### config.mk
export PLATFORM = sky130hd
export DESIGN_NAME = nae_ctrl
export DESIGN_NICKNAME = d
export VERILOG_FILES = /design/src/design/nae_pkg.sv /design/src/design/nae_ctrl.sv
export SDC_FILE = /design/constraint.sdc
export NUM_CORES = 1
export LEC_CHECK = 0
export BUFFER_PORTS_ARGS = -buffer_cell sky130_fd_sc_hd__buf_2
export CORE_ASPECT_RATIO = 1.4
export CORE_UTILIZATION = 55
export DETAILED_ROUTE_END_ITERATION = 16
export PLACE_DENSITY = 0.81
export SYNTH_ARGS = -nofsm -noshare
export SYNTH_HDL_FRONTEND = slang
export SYNTH_SLANG_ARGS = --single-unit
### constraint.sdc
create_clock -name i_clk -period 4.87 [get_ports i_clk]
set_input_delay 0.487 -clock i_clk [delete_from_list [all_inputs] [get_ports i_clk]]
set_output_delay 0.487 -clock i_clk [all_outputs]
set_load 0.005 [all_outputs]
### src/design/nae_pkg.sv
package nae_pkg;

    localparam int HIDDEN      = 256;
    localparam int HW          = $clog2(HIDDEN);
    localparam int OW          = $clog2(2 * HIDDEN);
    localparam int PIECE_KINDS = 6;
    localparam int ROW_W       = $clog2(2 * PIECE_KINDS * 64);
    localparam int FW_DEPTH    = 2 * PIECE_KINDS * 64 * HIDDEN;
    localparam int FA_W        = $clog2(FW_DEPTH);
    localparam int QA          = 255;
    localparam int QB          = 64;
    localparam int QB_SH       = $clog2(QB);
    localparam int SCALE_MUL   = 400;
    localparam int SUM_W       = 48;
    localparam int N_DIG       = SUM_W / 8;
    localparam int DCNT_W      = $clog2(N_DIG);

    localparam logic [5:0]             RANK_FLIP = 6'b111000;
    localparam logic signed [9:0]      SCALE_K   = 10'(SCALE_MUL);
    localparam logic signed [SUM_W-1:0] S32_MAX  = SUM_W'(64'sd2147483647);
    localparam logic signed [SUM_W-1:0] S32_MIN  = SUM_W'(-64'sd2147483648);

    typedef enum logic [2:0] {
        M_LD_FW   = 3'd0,
        M_LD_BIAS = 3'd1,
        M_LD_OW   = 3'd2,
        M_RESET   = 3'd3,
        M_ADD     = 3'd4,
        M_REMOVE  = 3'd5,
        M_MOVE    = 3'd6,
        M_EVAL    = 3'd7
    } t_mode;

    typedef struct packed {
        logic capture;
        logic load;
        logic setup;
        logic use_to;
        logic sub;
        logic cnt_inc;
        logic rd_p0;
        logic wr_p1;
        logic wr_tail;
        logic eval_rd;
        logic div1_start;
        logic scale;
        logic div2_start;
        logic fin;
        logic out_load;
    } t_cmd;

    typedef struct packed {
        t_mode mode;
        logic  piece_ok;
        logic  last_upd;
        logic  last_eval;
        logic  pipe_busy;
        logic  div_done;
    } t_stat;

    function automatic logic [FA_W-1:0] row_base(input logic colour, input logic [2:0] pt,
                                                 input logic [5:0] sq);
        logic [ROW_W-1:0] r;
        r = (ROW_W'(colour) * ROW_W'(PIECE_KINDS) + ROW_W'(pt)) * ROW_W'(64) + ROW_W'(sq);
        return FA_W'(r) * FA_W'(HIDDEN);
    endfunction

endpackage

### src/design/nae_ctrl.sv
module nae_ctrl (
    input  logic            i_clk,
    input  logic            i_rst_n,
    input  logic            i_in_valid,
    output logic            o_in_stall,
    output logic            o_out_valid,
    input  logic            i_out_stall,
    input  nae_pkg::t_stat  i_stat,
    output nae_pkg::t_cmd   o_cmd
);
    import nae_pkg::*;

    typedef enum logic [12:0] {
        S_IDLE   = 13'b0000000000001,
        S_DECODE = 13'b0000000000010,
        S_LOAD   = 13'b0000000000100,
        S_SETUP  = 13'b0000000001000,
        S_P0     = 13'b0000000010000,
        S_P1     = 13'b0000000100000,
        S_TAIL   = 13'b0000001000000,
        S_EVAL   = 13'b0000010000000,
        S_DRAIN  = 13'b0000100000000,
        S_DIV1   = 13'b0001000000000,
        S_DIV2S  = 13'b0010000000000,
        S_DIV2   = 13'b0100000000000,
        S_DONE   = 13'b1000000000000
    } t_state;

    t_state r_state, n_state;
    logic   r_pass, n_pass;
    logic   r_out_valid, n_out_valid;
    logic   out_free;

    assign o_in_stall  = r_state != S_IDLE;
    assign o_out_valid = r_out_valid;
    assign out_free    = !r_out_valid || !i_out_stall;

    always_comb begin
        n_state     = r_state;
        n_pass      = r_pass;
        n_out_valid = r_out_valid && i_out_stall;
        o_cmd       = '0;
        case (r_state)
            S_IDLE: begin
                if (i_in_valid) begin
                    o_cmd.capture = 1'b1;
                    n_pass        = 1'b0;
                    n_state       = S_DECODE;
                end
            end
            S_DECODE: begin
                case (i_stat.mode)
                    M_LD_FW, M_LD_BIAS, M_LD_OW: n_state = S_LOAD;
                    M_ADD, M_REMOVE, M_MOVE:     n_state = i_stat.piece_ok ? S_SETUP : S_IDLE;
                    default:                     n_state = S_SETUP;
                endcase
            end
            S_LOAD: begin
                o_cmd.load = 1'b1;
                n_state    = S_IDLE;
            end
            S_SETUP: begin
                // A move adds the destination row first, then removes the origin row.
                o_cmd.setup  = 1'b1;
                o_cmd.use_to = i_stat.mode == M_MOVE && !r_pass;
                o_cmd.sub    = i_stat.mode == M_REMOVE || (i_stat.mode == M_MOVE && r_pass);
                n_state      = (i_stat.mode == M_EVAL) ? S_EVAL : S_P0;
            end
            S_P0: begin
                o_cmd.rd_p0 = 1'b1;
                n_state     = S_P1;
            end
            S_P1: begin
                o_cmd.wr_p1 = 1'b1;
                if (i_stat.last_upd) begin
                    n_state = (i_stat.mode == M_RESET) ? S_IDLE : S_TAIL;
                end else begin
                    o_cmd.cnt_inc = 1'b1;
                    n_state       = S_P0;
                end
            end
            S_TAIL: begin
                o_cmd.wr_tail = 1'b1;
                if (i_stat.mode == M_MOVE && !r_pass) begin
                    n_pass  = 1'b1;
                    n_state = S_SETUP;
                end else begin
                    n_state = S_IDLE;
                end
            end
            S_EVAL: begin
                o_cmd.eval_rd = 1'b1;
                if (i_stat.last_eval) begin
                    n_state = S_DRAIN;
                end else begin
                    o_cmd.cnt_inc = 1'b1;
                end
            end
            S_DRAIN: begin
                if (!i_stat.pipe_busy) begin
                    o_cmd.div1_start = 1'b1;
                    n_state          = S_DIV1;
                end
            end
            S_DIV1: begin
                if (i_stat.div_done) begin
                    o_cmd.scale = 1'b1;
                    n_state     = S_DIV2S;
                end
            end
            S_DIV2S: begin
                o_cmd.div2_start = 1'b1;
                n_state          = S_DIV2;
            end
            S_DIV2: begin
                if (i_stat.div_done) begin
                    o_cmd.fin = 1'b1;
                    n_state   = S_DONE;
                end
            end
            S_DONE: begin
                if (out_free) begin
                    o_cmd.out_load = 1'b1;
                    n_out_valid    = 1'b1;
                    n_state        = S_IDLE;
                end
            end
            default: n_state = S_IDLE;
        endcase
    end

    always_ff @(posedge i_clk) begin
        if (!i_rst_n) begin
            r_state     <= S_IDLE;
            r_pass      <= 1'b0;
            r_out_valid <= 1'b0;
        end else begin
            r_state     <= n_state;
            r_pass      <= n_pass;
            r_out_valid <= n_out_valid;
        end
    end

endmodule

---- Yosys cells after proc, flatten, opt, wreduce, memory -nomap -nowiden ----
Index checks and enable logic that the tools add are counted.
word-level totals
  output and inout bits ................... 17
  register bits after elaboration ......... 15
operators by class
  muxes and demuxes ....................... 37
  eq/ne operators ......................... 28
  reductions and logical operators ........ 14
operators by type and width
  cell                                                                count
  13-bit one-hot mux with 12 select lines                             1
  13-bit two-way mux                                                  6
  1-bit two-way mux                                                   21
  7-bit two-way mux                                                   2
  2-bit != test (second input constant)                               7
  13-bit by 1-bit == test with 1-bit output (second input constant)   1
  13-bit by 10-bit == test with 1-bit output (second input constant)  1
  13-bit by 11-bit == test with 1-bit output (second input constant)  1
  13-bit by 12-bit == test with 1-bit output (second input constant)  1
  13-bit == test (second input constant)                              1
  13-bit by 2-bit == test with 1-bit output (second input constant)   1
  13-bit by 3-bit == test with 1-bit output (second input constant)   1
  13-bit by 4-bit == test with 1-bit output (second input constant)   1
  13-bit by 5-bit == test with 1-bit output (second input constant)   1
  13-bit by 6-bit == test with 1-bit output (second input constant)   1
  13-bit by 7-bit == test with 1-bit output (second input constant)   1
  13-bit by 8-bit == test with 1-bit output (second input constant)   1
  13-bit by 9-bit == test with 1-bit output (second input constant)   1
  13-bit by 1-bit != test with 1-bit output (second input constant)   1
  3-bit == test (second input constant)                               4
  4-bit two-way mux                                                   2
  8-bit two-way mux                                                   1
  4-bit one-hot mux with 2 select lines                               1
  3-bit by 2-bit == test with 1-bit output (second input constant)    2
  other kinds (11)                                                    18

---- Logic depth before layout (Yosys ltp) ----
  depth after elaboration ................. 4
  gate-level depth with buffers ........... 7

---- Worst setup path after synthesis ----
No wires, ideal clock.
  kind .................................... reg2out
  start ................................... register r_state[0]
  end ..................................... output port o_cmd[3] (netlist name)
  setup slack ............................. 2.627 ns
  required time ........................... 4.383 ns
  cell stages (with the launch flop) ...... 7
  arrival time ............................ 1.756 ns
  cell sequence ........................... dfxtp_1 > clkbuf_1 > or4_1 > clkbuf_1 > nor3_1 > nand2_1 > nor4b_1
RTL lines
  item                    line             source
  from (decl)             nae_ctrl.sv:29   t_state r_state, n_state;
  from (signal assigned)  nae_ctrl.sv:138  r_state <= n_state;
  to (decl)               nae_ctrl.sv:9    output nae_pkg::t_cmd o_cmd

==> metrics.md <==
| Metric | Value |
|---|---|
| Run status | `completed` |
| Initial Util | `59.9%` |
| TNS Setup | `0 ns` |
| Clk slew on worst S/H paths | `0.09 ns` |
| Hpwl dp | `2220 um` |
| Share of layout cells above drive strength 1 | `20.6%` |
| Die area | `2390 sq um` |
| Share of synthesized registers carrying an async set or reset | `0%` |
| Max frequency | `365 MHz` |
| R2R depth | `5` |
| Fillers | `180` |
| Gates resized, CTS repair | `0` |
| Fin crit period | `2.74 ns` |
| Worst skew pair latency | `0.29 ns` |
| Distinct cells, synth | `43` |
| IO Port Bufs | `28` |
| Worst-Margin Slew | `0.522 ns` |
| Remaining antenna violation count | `0` |
| Post-synth EDFFs | `0` |
| Period Utilization, post-route | `56.3%` |
| Routability cong. | `0.880` |
| Initial DRC count | `56` |
| Routed WL per cell | `14.7 um` |
| Cell total after placement | `192` |
| Max Root-Sink Buffers | `2` |
| Hold Path Depth | `3` |
| Worst min path class | `in2reg` |
| Worst Skew | `0.00313 ns` |
| WS Path Type | `reg2out` |
| Vias per cell | `6.39` |
| Arr. time, crit path | `2.26 ns` |
| Unrepaired setup endpoints after global routing | `no` |
| Via Count | `1252` |
| Post-synthesis sequential area ratio | `24.8%` |
| Vias in the first global route | `1136` |
| H-tree depth | `1` |
| # IOs | `29` |
| Layout Cells excl Fill | `196` |
| Sink Count | `15` |
| Post-CTS Hold Buffers | `0` |
| GRT Util Overall | `26.4%` |
| CP Max Fanout | `8` |
| Total power | `0.000271 W` |
| Netlist Area Pre-Place | `1210 sq um` |
| Worst vdd ir | `0.140 mV` |
| Post-CTS setup buffers | `0` |
| Endpoint required time on the critical path | `4.38 ns` |
| Leakage | `0.576 nW` |
| Die Ht | `57.5 um` |
| Count of final hold-check violations | `0` |
| Pre-Repair DR Iteration Count | `4` |
| Num CTS Buffers | `3` |
| Ys flop type | `dfxtp_1` |
| Number of remaining DRC errors | `0` |
| Grt total ovfl | `0` |
| Clk root buf | `clkbuf_4` |
| Pwr/cell area | `216 nW/um^2` |
| CTS tree | `built` |
| Core box area | `2020 sq um` |
| First-pass GRT wire length | `4840 um` |
| Area of the multi-input gates | `742 sq um` |
| Final count of negative-setup-slack endpoints | `0` |
| Die span in x | `41.6 um` |
| # Max-Cap Violations | `0` |
| Fin nets | `188` |
| Post-synthesis register bit count | `15` |
| Fin. max-slew vios | `0` |
| Cells after synthesis | `157` |
| Mean Syn Cell Area | `7.71 sq um` |
| CP endpoint kind | `output pin` |
| Fin util | `62.0%` |
| Initial antenna violation count | `0` |
| Pin count of the biggest net entering global routing | `12` |
| Syn nets | `169` |
| Syn-to-layout area delta | `3.62%` |
| Number of diodes | `0` |
| Drt total wl | `2890 um` |
| Slew headroom | `64.7%` |
| Register Area | `300 sq um` |
| Synth warnings | `0` |
| CP Launch Type | `flip-flop` |
| Row cnt | `19` |
[critical path, stage by stage, from the launching register on]
cell	delay (ns)
dfxtp_1	0.38
or4_1	0.66
nor3_1	0.30
nand2_1	0.14
nor4b_1	0.32
buf_2	0.17
[synthesized netlist by cell type (3+ instances only)]
master | number | area [sq um]
and3_1 | 7 | 43.8
nor2_1 | 18 | 67.6
xnor2_1 | 3 | 26.3
buf_4 | 3 | 22.5
o22ai_1 | 4 | 25.0
nand2_1 | 14 | 52.6
nor3_1 | 7 | 35.0
clkbuf_1 | 6 | 22.5
dfxtp_1 | 15 | 300
nand4_1 | 5 | 31.3
nor3b_1 | 3 | 22.5
nor2b_1 | 7 | 43.8
a21oi_1 | 4 | 20.0
nor4_1 | 7 | 43.8
inv_1 | 5 | 18.8
nand3_1 | 6 | 30.0
o21ai_0 | 5 | 25.0
and4b_1 | 4 | 40.0
[registers in the layout, summed over array words and instances, names as in the netlist]
| name | flops |
|---|---|
| o_out_valid | 1 |
| r_state | 13 |
| r_pass | 1 |
[cells by family (layout without fill, tap and decap cells)]
kind of cell	after synthesis	in the layout	share of synthesized area [%]
simple gates	95	95	45.5
compound gates	24	24	12.9
buf+inv	19	37	13.9
flops	15	15	24.8
xor+xnor	4	4	2.90
[layout make-up]
class                           count  share of cell area, %
Inverter                            5                   1.50
Sequential cell                    15                   24.0
Multi-Input combinational cell    123                   59.2
Timing Repair Buffer               28                   11.2
Clock buffer                        4                   2.10
Tap cell                           21                   2.10
[worst paths after layout]
check / startpoint / end / slack (ns)
max reg2reg: r_state[4] / r_state[10] / 2.70
min reg2reg: o_out_valid / o_out_valid / 0.53
min: i_stat[1] / r_state[8] / 0.46
max: r_state[0] / o_cmd[3] / 2.13
[per-stage QoR]
stage | setup slack (ns) | area [sq um] | hold slack (ns)
2_1_floorplan | 2.63 | 1210 | 0.512
3_3_place_gp | 2.59 | 1230 | 0.525
3_5_place_dp | 2.48 | 1230 | 0.529
4_1_cts | 2.14 | 1250 | 0.450
5_1_grt | 2.00 | 1250 | 0.445
6_report | 2.13 | 1250 | 0.455
[cells in the final DEF, fill, tap and decap left out, types with 6 or more instances in the layout]
cell type and n:
nor2_1 18, and3_1 7, nor4_1 7, buf_2 28, nor3_1 7, nand3_1 6, nand2_1 14, nor2b_1 7
dfxtp_1 15
[routing by layer]
metal | global-route usage, % | vias to the layer above | routed length, um
met5 | 0 | - | 0
met4 | 21.7 | 0 | 136
met3 | 4.43 | 13 | 133
met2 | 45.8 | 54 | 1470
met1 | 27.4 | 581 | 1140
li1 | - | 604 | -
[where the power goes]
group | internal (W) | switching (W)
combinational | 0.0000270 | 0.0000353
clock | 0.0000319 | 0.0000429
sequential | 0.000127 | 0.00000699
(Power assumes the default switching activity.)
